[src/rtl/core/adc_psqrt.sv]
`timescale 1ns / 1ps

module adc_psqrt #(
    parameter int RW = 27,
    parameter int SW = 1
) (
    input  logic            i_clk,
    input  logic            i_rst_n,
    input  logic            i_en,
    input  logic            i_valid,
    input  logic [2*RW-1:0] i_x,
    input  logic [SW-1:0]   i_side,
    output logic            o_valid,
    output logic [RW-1:0]   o_root,
    output logic [SW-1:0]   o_side
);

    localparam int XW = 2 * RW;
    localparam int MW = RW + 2;

    logic [RW:0]   r_v;
    logic [XW-1:0] r_x    [0:RW];
    logic [MW-1:0] r_srem [0:RW];
    logic [RW-1:0] r_root [0:RW];
    logic [SW-1:0] r_side [0:RW];

    logic [RW:0]   n_v;
    logic [XW-1:0] n_x    [0:RW];
    logic [MW-1:0] n_srem [0:RW];
    logic [RW-1:0] n_root [0:RW];
    logic [SW-1:0] n_side [0:RW];

    always_comb begin
        logic [MW+1:0] t;
        logic [MW+1:0] trial;
        logic          ge;
        n_v[0]    = i_valid;
        n_x[0]    = i_x;
        n_srem[0] = '0;
        n_root[0] = '0;
        n_side[0] = i_side;
        for (int k = 1; k <= RW; k++) begin
            t         = {r_srem[k-1], r_x[k-1][XW-1:XW-2]};
            trial     = (MW+2)'({r_root[k-1], 2'b01});
            ge        = t >= trial;
            n_v[k]    = r_v[k-1];
            n_x[k]    = r_x[k-1] << 2;
            n_srem[k] = ge ? MW'(t - trial) : MW'(t);
            n_root[k] = {r_root[k-1][RW-2:0], ge};
            n_side[k] = r_side[k-1];
        end
    end

    always_ff @(posedge i_clk) begin
        if (!i_rst_n) begin
            r_v <= '0;
        end else if (i_en) begin
            r_v <= n_v;
        end
    end

    always_ff @(posedge i_clk) begin
        if (i_en) begin
            r_x    <= n_x;
            r_srem <= n_srem;
            r_root <= n_root;
            r_side <= n_side;
        end
    end

    assign o_valid = r_v[RW];
    assign o_root  = r_root[RW];
    assign o_side  = r_side[RW];

endmodule

[config.mk]
export PLATFORM = sky130hd
export DESIGN_NAME = adc_psqrt
export DESIGN_NICKNAME = d
export VERILOG_FILES = /design/src/rtl/core/adc_psqrt.sv
export SDC_FILE = /design/constraint.sdc
export NUM_CORES = 2
export LEC_CHECK = 0
export BUFFER_PORTS_ARGS = -buffer_cell sky130_fd_sc_hd__buf_2
export CAP_MARGIN = 20
export CORE_MARGIN = 1.5
export CORE_UTILIZATION = 57
export CTS_CLUSTER_DIAMETER = 200
export DETAILED_ROUTE_END_ITERATION = 12
export PLACE_DENSITY_LB_ADDON = 0.3
export RECOVER_POWER = 25
export SYNTH_ARGS = -nofsm -noshare
export SYNTH_HDL_FRONTEND = slang
export SYNTH_SLANG_ARGS = --single-unit
[constraint.sdc]
create_clock -name i_clk -period 3.3 [get_ports i_clk]
set_input_delay 0.33 -clock i_clk [delete_from_list [all_inputs] [get_ports i_clk]]
set_output_delay 0.33 -clock i_clk [all_outputs]
set_load 0.02 [all_outputs]
# Yosys cells after proc, flatten, opt, wreduce, memory -nomap -nowiden
# Cells that the tools add are included.
[classes]
n_mux = 26
order_cmp = 27
n_addsub = 26
[ops]
columns = ["operator", "count"]
rows = [
  ["$mux 29", 25],
  ["$ge 31x10->1", 1],
  ["$ge 31x11->1", 1],
  ["$ge 31x12->1", 1],
  ["$ge 31x13->1", 1],
  ["$ge 31x14->1", 1],
  ["$ge 31x15->1", 1],
  ["$ge 31x16->1", 1],
  ["$ge 31x17->1", 1],
  ["$ge 31x18->1", 1],
  ["$ge 31x19->1", 1],
  ["$ge 31x20->1", 1],
  ["$ge 31x21->1", 1],
  ["$ge 31x22->1", 1],
  ["$ge 31x23->1", 1],
  ["$ge 31x24->1", 1],
  ["$ge 31x25->1", 1],
  ["$ge 31x26->1", 1],
  ["$ge 31x27->1", 1],
  ["$ge 31x28->1", 1],
  ["$ge 31x3->1", 1],
  ["$ge 31x4->1", 1],
  ["$ge 31x5->1", 1],
  ["$ge 31x6->1", 1],
  ["other kinds (31)", 31],
]
[word_totals]
out_inout_bits = 29
wordCells = 189
reg_bits = 1918
in_bits = 59

# Longest topological paths before layout
[logic_depth]
word_depth = 2
mapped_depth = 14
mapped_depth_nobuf = 12

# Least setup slack after synthesis
# Ideal clock, no wire load.
[synth_path]
path_kind = "flip-flop to flip-flop"
from = "reg r_srem[580] (netlist name)"
to = "reg r_srem[558] (netlist name), data pin"
setup_ns = 0.271
t_required_ns = 3.029
t_arrival_ns = 3.257
path_stages_with_launch = 12
synth_period_minus_slack_ns = 3.528
slack_ns = -0.228
n_path_buf = 2
cell_sequence = "edfxtp_1 ha_1 o21a_1 o21ai_0 a21oi_1 a2111oi_0 o31ai_1 or4b_2 clkbuf_1 buf_1 nor2_1 a21oi_1"
[synth_lines]
columns = ["item", "line", "text"]
rows = [
  ["start: declaration", "23", "logic [MW-1:0] r_srem [0:RW];"],
  ["start signal: assignment", "65", "r_srem <= n_srem;"],
]

==> impl_metrics.tcl <==
set metrics [dict create \
    worstPathMaxFanout 7 \
    grt_pass1_vias 51120 \
    synthFlopType "edfxtp_1" \
    htreeDepth 4 \
    port_buffers 87 \
    rsz0062_at_grt "true" \
    p_clk_share_pct 33.0 \
    cts-root-buf "clkbuf_16" \
    fin_cells 9291 \
    overflow 0 \
    ioPinCount 88 \
    multi_input_area_um2 28400 \
    fmax_mhz 291.5 \
    core-area_um2 151700 \
    first_pass_iters 7 \
    postSynthCellCount 6593 \
    die_w_um 393.6 \
    report.final.slew_viol_count 0 \
    worst_hold_path.endpoint "n_x[1449]$_DFFE_PP_" \
    sequentialPowerShare_pct 48.7 \
    ys_ff_latch 1904 \
    endpoint_kind "flop" \
    cts_buffers 190 \
    hold-worst-slack_ns 0.1800 \
    gp_congestion 0.9303 \
    power.density_nw_per_um2 659.2 \
    r2r_start "r_srem[643]$_DFFE_PP_" \
    min_from "i_x[43]" \
    crit_family "simple AND/OR/NAND/NOR gates" \
    status "finished, violations left" \
    p_int_mw 48.05 \
    worst_pin_slew_ns 0.7355 \
    drc 0 \
    fin_crit_ns 3.431 \
    nets 7575 \
    cts_buffer_depth 3 \
    synth_edf_count 1876 \
    cp_num_buf_inv 1 \
    worst_ep_required_time_ns 3.85 \
    ant_nets 0 \
    cts_tree "done" \
    violations "negative setup slack" \
    ys_async_sr_fraction_pct 0 \
    start_kind "flop" \
    cpMostUsedCell "or4_4" \
    tns_ns -1.776 \
    vias 52310 \
    drt-wirelength-per-cell_um 18.39 \
    vias_per_cell 5.630 \
    syn_avg_cell_area_um2 13.19 \
    synth.distinct_cells 86 \
    critical-path-slowest-cell "or4_4" \
    r2r-end "r_srem[631]$_DFFE_PP_" \
    vdd_ir_drop_max_mv 0.6516 \
    synth_fp_nets 7059 \
    power_mw 65.88 \
    fillers 10840 \
    dpl_cell_area_um2 92010 \
    worst_hold_path.num_cells 2 \
    row_count 143 \
    die_y_um 393.6 \
    path_class "reg -> reg" \
    cts.clk_slew.worst_paths_ns 0.06 \
    hpwl_um 120600 \
    syn_to_final_growth_pct 14.90 \
    antenna_cells 0 \
    synth_area_um2 86980 \
    yosysWarnings 0 \
    p_leak_nw 38.32 \
    ys_seq_area_share_pct 65.41 \
    utilization_pct 65.87 \
    relSlewSlack_pct 50.97 \
    insertion_delay_ns 0.84 \
    path_cells "or4_4 > or4_4 > or3_4 > or3_4 > or4_4 > nor3_4 > buf_6 > nor4_1 > xor2_1" \
    drive_above_1_share_pct 12.53 \
    routed_wl_um 170800 \
    grt_pass1_wl_um 271400 \
    p_sw_share_pct 27.06 \
    reg2reg_slack_ns -0.13 \
    grt.total_usage_pct 21.84 \
    die_area_um2 154900 \
    grt_start_max_net_pins 117 \
    pre_cts_slack_ns -0.1003 \
    p_sw_mw 17.83 \
    hold_class "in -> reg" \
    dp.cells 8853 \
    reg2reg_depth 9 \
    finalCritPeriodShare_pct 104.0 \
    max_stage_delay_ns 0.55 \
    drt-initial-drc-count 3714 \
    setup_viol 23 \
    start_util_pct 57.32 \
    cts_sinks 1904 \
    hold_viol_final 0 \
    max-cap-violations 0 \
    final_design_area_no_fill_um2 99940 \
    fin_skew_ns 0.08132 \
    worstPathArrival_ns 3.98 \
    antenna_found_initial 2 \
    seq_area_um2 56890 \
    worst_slack_ns -0.1310 \
    combPwrFrac_pct 18.3 \
]
-- cells in the mapped netlist, types with 8 or more instances --
master | number | area share (%)
edfxtp_1 | 1876 | 65
inv_1 | 500 | 2.2
a21oi_1 | 434 | 2.5
nor2_1 | 415 | 1.8
ha_1 | 407 | 5.9
nand2_1 | 407 | 1.8
o21ai_0 | 313 | 1.8
xor2_1 | 304 | 3.1
xnor2_1 | 294 | 3.0
nor3_1 | 138 | 0.79
a21o_1 | 133 | 1.1
clkbuf_1 | 121 | 0.52
nand3_1 | 116 | 0.67
nor4_1 | 100 | 0.72
nor2b_1 | 87 | 0.63
o21a_1 | 83 | 0.72
nand4_1 | 67 | 0.48
mux2_2 | 66 | 0.85
or3_1 | 66 | 0.47
nand2b_1 | 57 | 0.41
or4_1 | 46 | 0.40
o21bai_1 | 36 | 0.31
or2_2 | 36 | 0.26
mux2i_1 | 35 | 0.40
o211ai_1 | 33 | 0.28
and3_1 | 32 | 0.23
a31oi_1 | 31 | 0.22
dfxtp_1 | 28 | 0.64
o31ai_1 | 25 | 0.22
a211oi_1 | 21 | 0.18
nand3b_1 | 21 | 0.18
and2_1 | 20 | 0.14
a21boi_0 | 18 | 0.16
nor4b_1 | 15 | 0.15
nand4b_1 | 14 | 0.14
nor3b_1 | 14 | 0.12
o31a_1 | 11 | 0.11
a2111oi_0 | 10 | 0.10
a311oi_1 | 10 | 0.10
and4_1 | 9 | 0.091
o2111ai_1 | 9 | 0.091
o22ai_1 | 9 | 0.065
buf_1 | 8 | 0.035
-- what timing repair did --
| item | in CTS | in global routing |
|---|---|---|
| resized for setup | 35 | 97 |
| buffers inserted | 10 | 24 |
| setup endpoints to repair | 78 | 240 |
| endpoints found under the hold margin | 98 | 0 |
| hold buffers | 59 | 0 |
| pin swaps | 14 | 38 |
| gates cloned | 1 | 0 |
-- metal layers --
metal / up-vias / routed length (um) / part of all wire (%) / track usage (%)
met2: 1382 / 80210 / 47 / 35.24
met1: 25120 / 75400 / 44 / 30.08
met5: - / 0 / 0 / 0
met3: 337 / 10010 / 5.9 / 3.935
li1: 25470 / - / - / -
met4: 0 / 5193 / 3.0 / 7.363
-- power by group through the flow --
stage	clock (mW)	combinational, mW	sequential, mW
finish	21.7	12.1	32.1
global route	23.2	13.4	32.3
CTS	22.2	11.8	32.0
detailed placement	0	11.6	32.5
global placement	0	11.4	32.4
floorplan	0	8.33	31.6
-- worst register-to-register path: stages (launching register included) --
cell and delay (ns):
edfxtp_1 0.39, or4_4 0.55, or4_4 0.43, or3_4 0.34
or3_4 0.33, or4_4 0.51, nor3_4 0.18, buf_6 0.17
nor4_1 0.07, xor2_1 0.17
-- sequential cells by signal, indices dropped and copies added, names as in the netlist --
signal	cells
r_srem	714
n_x	702
n_root	351
r_x	54
r_v	28
n_side	27
o_root	27
o_side	1
-- final cells by class --
cell class              count  share of cell area, %
flip-flops and latches   1904                  56.93
clock inverters           126                  1.480
clock buffers             218                  4.925
inverters                 500                  1.878
multi-input cells        4052                  28.41
repair buffers            461                  3.831
well taps                2030                  2.542
-- layout by cell type (no fill, tap or decap), drive strengths merged, types with 92 or more instances in the layout --
cell type	count
xnor2	294
clkbuf	221
nor2	415
nor4	100
edfxtp	1876
a21oi	434
clkinv	92
nor3	139
a21o	133
nand2	407
ha	407
xor2	304
o21ai	313
nand3	116
buf	399
inv	502
-- cells by family (layout without fill, tap and decap cells) --
logic type                 Yosys count  in the layout  synth area share [%]
AOI/OAI and AO/OA                 1259           1259                 8.913
buffers and inverters              637           1305                 2.792
other                                1              1              0.004312
DFF                               1904           1904                 65.41
xor gates and xnor gates           598            598                 6.022
adders and majority gates          407            407                 5.855
muxes                              101            101                 1.257
and+or+nand+nor                   1686           1686                 9.742
-- worst max path at each step --
stage,depth (start not counted),endpoint,slack (ns),from
final,9,r_srem[631]$_DFFE_PP_,-0.13,r_srem[643]$_DFFE_PP_
after global routing,9,r_srem[631]$_DFFE_PP_,-0.21,r_srem[643]$_DFFE_PP_
after CTS,9,r_srem[635]$_DFFE_PP_,-0.12,r_srem[643]$_DFFE_PP_
after detailed placement,12,r_srem[234]$_DFFE_PP_,-0.10,n_root[218]$_DFFE_PP_
after global placement,9,r_srem[635]$_DFFE_PP_,-0.08,r_srem[643]$_DFFE_PP_
after floorplan,10,r_srem[631]$_DFFE_PP_,-0.16,r_srem[643]$_DFFE_PP_
No activity file was read; power rests on OpenSTA's default activity.
