<file path="src/rtl/core/adc_pkg.sv">
`timescale 1ns / 1ps

package adc_pkg;

    localparam int SPD_W = 16;
    localparam int RHO_W = 20;
    localparam int PRS_W = 17;
    localparam int TMP_W = 16;
    localparam int REF_W = 16;

    localparam int PM5_W     = 34;
    localparam int DEN_RHO_W = 35;
    localparam int NUM_RHO_W = 51;
    localparam int RN_W      = 35;
    localparam int N_RAT_W   = 51;
    localparam int D_RAT_W   = 47;
    // N < D * 2^RAT_INT_W for every legal item
    localparam int RAT_INT_W = 21;

    localparam logic [18:0]        GAS_MILLI    = 19'd287058;
    localparam logic signed [16:0] KELVIN_CENTI = 17'sd27315;
    localparam logic [16:0]        DEC5         = 17'd100000;
    localparam logic [29:0]        DEC9         = 30'd1000000000;
    localparam logic [REF_W-1:0]   REF_RESET    = 16'd12250;

    typedef enum logic [1:0] {
        ST_OK      = 2'd0,
        ST_SAT     = 2'd1,
        ST_INVALID = 2'd2
    } t_status;

    typedef struct packed {
        logic             cmd;
        logic [SPD_W-1:0] speed;
        logic [PRS_W-1:0] pres;
        logic [TMP_W-1:0] temp;
    } t_in_item;

    typedef struct packed {
        logic             cmd;
        logic [SPD_W-1:0] speed;
        logic             inval;
    } t_item;

endpackage

</file>
<file path="src/rtl/core/adc_front.sv">
`timescale 1ns / 1ps

module adc_front import adc_pkg::*; (
    input  logic                 i_clk,
    input  logic                 i_rst_n,
    input  logic                 i_en,
    input  logic                 i_valid,
    input  t_in_item             i_item,
    input  logic [REF_W-1:0]     i_ref,
    output logic                 o_valid,
    output t_item                o_item,
    output logic [NUM_RHO_W-1:0] o_num_rho,
    output logic [DEN_RHO_W-1:0] o_den_rho,
    output logic [N_RAT_W-1:0]   o_n_ratio,
    output logic [D_RAT_W-1:0]   o_d_ratio
);

    logic [3:1] r_v;

    t_item                r1_item;
    logic [15:0]          r1_tk;
    logic [PM5_W-1:0]     r1_pm5;
    logic [DEN_RHO_W-1:0] r1_den;
    logic [RN_W-1:0]      r1_rn;
    logic [D_RAT_W-1:0]   r1_d;

    t_item                r2_item;
    logic [NUM_RHO_W-1:0] r2_num;
    logic [DEN_RHO_W-1:0] r2_den;
    logic [N_RAT_W-1:0]   r2_n;
    logic [D_RAT_W-1:0]   r2_d;

    t_item                r3_item;
    logic [NUM_RHO_W-1:0] r3_num;
    logic [DEN_RHO_W-1:0] r3_den;
    logic [N_RAT_W-1:0]   r3_n;
    logic [D_RAT_W-1:0]   r3_d;

    logic signed [16:0]   tk_s;
    t_item                n1_item;

    always_comb begin
        tk_s          = $signed({i_item.temp[TMP_W-1], i_item.temp}) + KELVIN_CENTI;
        n1_item.cmd   = i_item.cmd;
        n1_item.speed = i_item.speed;
        n1_item.inval = (i_item.pres == '0) || (tk_s <= 17'sd0);
    end

    always_ff @(posedge i_clk) begin
        if (!i_rst_n) begin
            r_v <= '0;
        end else if (i_en) begin
            r_v <= {r_v[2:1], i_valid};
        end
    end

    always_ff @(posedge i_clk) begin
        if (i_en) begin
            r1_item <= n1_item;
            r1_tk   <= tk_s[15:0];
            r1_pm5  <= PM5_W'(i_item.pres) * PM5_W'(DEC5);
            r1_den  <= DEN_RHO_W'(tk_s[15:0]) * DEN_RHO_W'(GAS_MILLI);
            r1_rn   <= RN_W'(i_ref) * RN_W'(GAS_MILLI);
            r1_d    <= D_RAT_W'(i_item.pres) * D_RAT_W'(DEC9);

            r2_item <= r1_item;
            r2_num  <= NUM_RHO_W'(r1_pm5) * NUM_RHO_W'(DEC5);
            r2_den  <= r1_den;
            r2_n    <= N_RAT_W'(r1_rn) * N_RAT_W'(r1_tk);
            r2_d    <= r1_d;

            r3_item <= r2_item;
            r3_num  <= r2_num + NUM_RHO_W'(r2_den >> 1);
            r3_den  <= r2_den;
            r3_n    <= r2_n;
            r3_d    <= r2_d;
        end
    end

    assign o_valid   = r_v[3];
    assign o_item    = r3_item;
    assign o_num_rho = r3_num;
    assign o_den_rho = r3_den;
    assign o_n_ratio = r3_n;
    assign o_d_ratio = r3_d;

endmodule

</file>
<file path="config.mk">
export PLATFORM = sky130hd
export DESIGN_NAME = adc_front
export DESIGN_NICKNAME = d
export VERILOG_FILES = /design/src/rtl/core/adc_pkg.sv /design/src/rtl/core/adc_front.sv
export SDC_FILE = /design/constraint.sdc
export NUM_CORES = 2
export LEC_CHECK = 0
export ABC_AREA = 1
export BUFFER_PORTS_ARGS = -buffer_cell sky130_fd_sc_hd__buf_2
export CORE_MARGIN = 5
export CORE_UTILIZATION = 59
export CTS_CLUSTER_DIAMETER = 30
export DETAILED_ROUTE_END_ITERATION = 7
export HOLD_SLACK_MARGIN = 0.12
export PLACE_DENSITY = 0.77
export SETUP_SLACK_MARGIN = 0.3
export SYNTH_ARGS = -nofsm -noshare
export SYNTH_HDL_FRONTEND = slang
export SYNTH_SLANG_ARGS = --single-unit
export TNS_END_PERCENT = 20
</file>
<file path="constraint.sdc">
create_clock -name i_clk -period 5.58 [get_ports i_clk]
set_input_delay 0.558 -clock i_clk [delete_from_list [all_inputs] [get_ports i_clk]]
set_output_delay 0.558 -clock i_clk [all_outputs]
set_load 0.02 [all_outputs]
</file>
Yosys cells after proc, flatten, opt, wreduce, memory -nomap -nowiden

Index checks and enable logic that the tools add are counted.

Register bits: 544
Input bits: 70
Output and inout port bits: 203
Logic and storage cells: 34

Add/sub/neg operators: 2
$mul: 6
Magnitude comparators: 1
Reductions and logical operators: 2

Operator list:

| kind                     | count |
|---|---|
| $mul A16 B18 Y34 const B | 2 |
| $add A51 B34 Y51         | 1 |
| $mul A34 B16 Y50         | 1 |
| $mul A29 B12 Y41 const B | 1 |
| $mul A17 B21 Y38 const B | 1 |
| $mul A17 B12 Y29 const B | 1 |
| $add A16 B16 Y17 const B | 1 |
| $le A17 B1 Y1 const B    | 1 |
| $logic_not A17 Y1        | 1 |
| $logic_or A1 B1 Y1       | 1 |

Depth between registers and ports, before layout

Depth in word-level cells: 3
Depth in mapped cells: 30
Mapped depth without buffers: 30

Worst setup path before layout

Ideal clock, no wire load.

Path type: in2reg
From: input port i_item[0] (netlist bit)
To: register r1_den[24] (data pin)
Data arrival time: 5.230 ns
Slack: 0.091 ns
Cell stages on the path: 22
Cell sequence: inv_1 > ha_1 > nor2_2 > nand3_1 > nand2_1 > nand2_1 > nand2_1 > xor2_1 > ha_1 > ha_1 > fa_1 > inv_1 > fa_1 > inv_1 > fa_1 > fa_1 > ha_1 > a21oi_1 > o21ai_0 > a21oi_1 > nand3_1 > xor2_1

Word-level cells in the longest chain between the ends: 2

Ends and longest elaborated chain:

| element              | RTL line        | source |
|---|---|---|
| from (decl)          | adc_front.sv:8  | `input t_in_item i_item,` |
| $add A16 B16 Y17     | adc_front.sv:43 | `tk_s = $signed({i_item.temp[TMP_W-1], i_item.temp}) + KELVIN_CENTI;` |
| via tk_s[10]         | adc_front.sv:39 | `logic signed [16:0] tk_s;` |
| $mul A16 B18 Y34     | adc_front.sv:62 | `r1_den <= DEN_RHO_W'(tk_s[15:0]) * DEN_RHO_W'(GAS_MILLI);` |
| to (signal assigned) | adc_front.sv:62 |  |
| to (decl)            | adc_front.sv:23 | `logic [DEN_RHO_W-1:0] r1_den;` |

The timed path passes the listed nets, and every way through them passes these cells.
A chain may end at the register's enable or synchronous reset.

Worst setup path after layout

From: register r1_tk[5]
To: register r2_n[47] (data pin)

Word-level cells in the longest chain between the ends: 1

Ends and longest elaborated chain:

| element                | RTL line        | source |
|---|---|---|
| from (decl)            | adc_front.sv:21 | `logic [15:0] r1_tk;` |
| from (signal assigned) | adc_front.sv:60 | `r1_tk <= tk_s[15:0];` |
| $mul A34 B16 Y50       | adc_front.sv:69 | `r2_n <= N_RAT_W'(r1_rn) * N_RAT_W'(r1_tk);` |
| to (signal assigned)   | adc_front.sv:69 |  |
| to (decl)              | adc_front.sv:30 | `logic [N_RAT_W-1:0] r2_n;` |

No other way between the ends.

==> results.json <==
{
  "worstHoldEndpoint": "r1_rn[2]$_DFFE_PP_",
  "cts_root_buffer": "clkbuf_16",
  "clk_latency_ns": 0.74,
  "crit_type": "reg -> reg",
  "cpPeakStageDelay_ns": 0.52,
  "nets": 9515,
  "clock-sinks": 525,
  "critPathArrivalTime_ns": 6.00,
  "multi_input_area_sq_um": 41900,
  "drv_cap": 0,
  "holdPathStages": 1,
  "syn_inst": 7286,
  "vias": 49300,
  "layout.cells.non_filler": 9316,
  "ys_types": 52,
  "syn_area_per_cell_sq_um": 8.83,
  "reg2reg_from": "r1_tk[5]$_DFFE_PP_",
  "max_freq_mhz": 180,
  "synth.area.top_cells": "fa_1, edfxtp_1, ha_1",
  "grt_max_degree": 136,
  "regArea_sq_um": 15700,
  "routed_wl_um": 169000,
  "crit_slowest_cell": "fa_1",
  "hold_viol_final": 0,
  "async_reset_ff_share_pct": 0,
  "worst_pin_slew_ns": 1.35,
  "rsz0062_at_grt": "yes",
  "fin_tns_setup_ns": 0,
  "crit_required_ns": 6.01,
  "grt_pass1_vias": 52100,
  "fin_crit_sh_pct": 99.8,
  "synth_flop_cell": "edfxtp_1",
  "wire_per_inst_um": 18.1,
  "synth-seq-area-share_pct": 24.5,
  "tritoncts": "yes",
  "crit_fanout": 34,
  "dp_cells": 9022,
  "grt_usage_pct": 29.6,
  "ios": 273,
  "status": "finished, final reports clean",
  "cts_max_level": 3,
  "syn_to_final_growth_pct": 16.1,
  "die_x_um": 340,
  "reg2reg_depth": 23,
  "synth_edf_count": 522,
  "clkTransAtPathRegs_ns": 0.05,
  "r2r_end": "r2_n[47]$_DFFE_PP_",
  "fp.dieH_um": 340,
  "start_util_pct": 59.2,
  "hold_path_class": "in -> reg",
  "drt_pass1_iterations": 8,
  "slew_headroom_pct": 9.82,
  "viasPerCell": 5.29,
  "finalSetupViolations": 0,
  "synth.largest_area_cell": "fa_1",
  "fill_cells": 8324,
  "drv_slew": 0,
  "grt.overflow.total": 0,
  "syn_area_sq_um": 64300,
  "clk_path_buf_depth": 3,
  "antenna_found_initial": 3,
  "startpoint_type": "flop",
  "drive_gt1_share_pct": 12.9,
  "min_period_ns": 5.57,
  "core-area_sq_um": 109000,
  "fin_util_pct": 68.8,
  "synth_top_area_share_pct": 26.0,
  "cts-buffers-inserted": 112,
  "antenna_left": 0,
  "r2r_slack_ns": 0.01,
  "portBuffers": 261,
  "num_rows": 121,
  "grt_pass1_wl_um": 273000,
  "cp-end-kind": "flop",
  "hpwl_um": 136000,
  "skew_ns": 0.0994,
  "die-area_sq_um": 116000,
  "drcViolationCount": 0,
  "ys_ff_latch": 525,
  "yosys_warnings": 0,
  "drt_iter0_drc": 3717,
  "crit_chain": "buf_12 > nand2_2 > inv_1 > fa_1 > inv_1 > fa_1 > inv_1 > fa_1 > fa_1 > fa_1 > inv_1 > fa_1 > inv_1 > ha_4 > nand2_4 > nor2_4 > nand2_2 > nor2_4 > inv_1 > nor2_1 > nand2_1 > nand4_1 > nand2_1",
  "place.gp.congestion": 0.971,
  "min_from": "i_ref[1]"
}
-- sequential cells by signal, indices dropped and copies added, names as in the netlist --
| register | flops |
|---|---|
| r2_num | 39 |
| o_item | 18 |
| r1_d | 38 |
| r2_den | 34 |
| r_v | 3 |
| r2_n | 50 |
| o_d_ratio | 38 |
| o_n_ratio | 50 |
| r1_tk | 16 |
| r1_pm5 | 25 |
| r1_rn | 34 |
| r1_item | 18 |
| r1_den | 31 |
| o_num_rho | 51 |
| o_den_rho | 24 |
| r2_item | 18 |
| r2_d | 38 |
-- per-layer routing --
| metal | up-vias | routed length, um | GRT usage [%] |
|---|---|---|---|
| met5 | - | 0 | 0 |
| met4 | 0 | 4460 | 8.51 |
| met3 | 316 | 12500 | 4.93 |
| met2 | 1799 | 81500 | 50.0 |
| met1 | 24000 | 70500 | 39.8 |
| li1 | 23200 | - | - |
-- cell type report --
class / count / share of cell area [%]
clock buffers: 123 / 3.81
flip-flops and latches: 525 / 21.1
well taps: 1414 / 2.37
clock inverters: 90 / 1.60
multi-input cells: 4741 / 56.2
diodes: 3 / 0.0101
repair buffers: 543 / 5.47
inverters: 1877 / 9.45
-- critical path: cells and delay by family (launching register included) --
kind | cells | cell delay, ns
and+or+nand+nor | 9 | 0.97
DFF | 1 | 0.41
buffers and inverters | 7 | 0.56
adders and majority gates | 7 | 3.32
-- stage by stage --
stage                     hold WS [ns]  setup slack, ns  cell area (sq um)
final                            0.238           0.0104              74600
after global routing             0.209           -0.250              74600
after CTS                        0.189           0.0411              74200
after detailed placement         0.405           -0.242              68700
after global placement           0.400           -0.197              68700
after floorplan                  0.400            0.297              64500
-- Yosys cell counts (all sizes together) (21+ instances only) --
master     n
o21bai    38
a21oi    204
xor2     135
edfxtp   522
nand2   1841
nor3      40
o21ai     82
ha       811
nor2     366
nand4     64
inv     1875
xnor2     25
buf       21
nand3    220
clkbuf   132
fa       834
-- worst max path at each step --
stage | startpoint | end | slack [ns] | cells past startpoint
after global routing | r1_tk[7]$_DFFE_PP_ | r2_n[50]$_DFFE_PP_ | -0.25 | 23
final | r1_tk[5]$_DFFE_PP_ | r2_n[47]$_DFFE_PP_ | 0.01 | 23
after floorplan | r1_tk[6]$_DFFE_PP_ | r2_n[49]$_DFFE_PP_ | 0.30 | 24
after detailed placement | r1_rn[6]$_DFFE_PP_ | r2_n[33]$_DFFE_PP_ | -0.24 | 22
after CTS | r1_tk[7]$_DFFE_PP_ | r2_n[50]$_DFFE_PP_ | 0.04 | 23
after global placement | r1_rn[8]$_DFFE_PP_ | r2_n[33]$_DFFE_PP_ | -0.20 | 21
-- cell usage in the layout (no fill, tap or decap), types with 8 or more instances in the layout --
cell type         n
nor2_2           31
xnor2_1          25
fa_1            820
nand3_1         200
nor2_1          310
xor2_1          126
buf_2           260
clkbuf_1         11
inv_6            14
xor2_2            8
a21oi_2          14
nand2_2          73
nor2_4           24
clkinv_1         10
clkbuf_16       113
o21bai_1         36
conb_1           11
nand4_1          64
clkinv_4         20
inv_2            32
nand2_1        1747
ha_1            777
nand3_2          17
nor3_1           31
ha_4             32
buf_4           213
fa_2             14
o21ai_0          71
clkinvlp_4       13
a21oi_1         189
nand2_4          21
inv_1          1841
bufinv_16        17
dlygate4sd3_1    20
nand3b_1         14
buf_12           35
clkinv_2         10
edfxtp_1        522
-- kinds of logic (layout without fill, tap and decap cells) --
group           Yosys count  in the layout  synth area share (%)
compound gates          353            353                  3.07
xor+xnor                160            160                  2.19
fa+ha+maj              1645           1645                  41.7
buf+inv                2030           2633                  12.0
flops                   525            525                  24.5
other cells               1             14               0.00583
simple gates           2572           2572                  16.5
-- timing repair --
action	CTS	global route
setup buffers	42	10
hold endpoints to repair	20	0
hold buffers	20	0
cloned	5	1
pin swaps	58	14
gates resized for setup	151	86
endpoints found under the setup margin	38	41
Power is not shown: default switching activity piles up to over one toggle a cycle in this logic, so the estimate is an artifact.
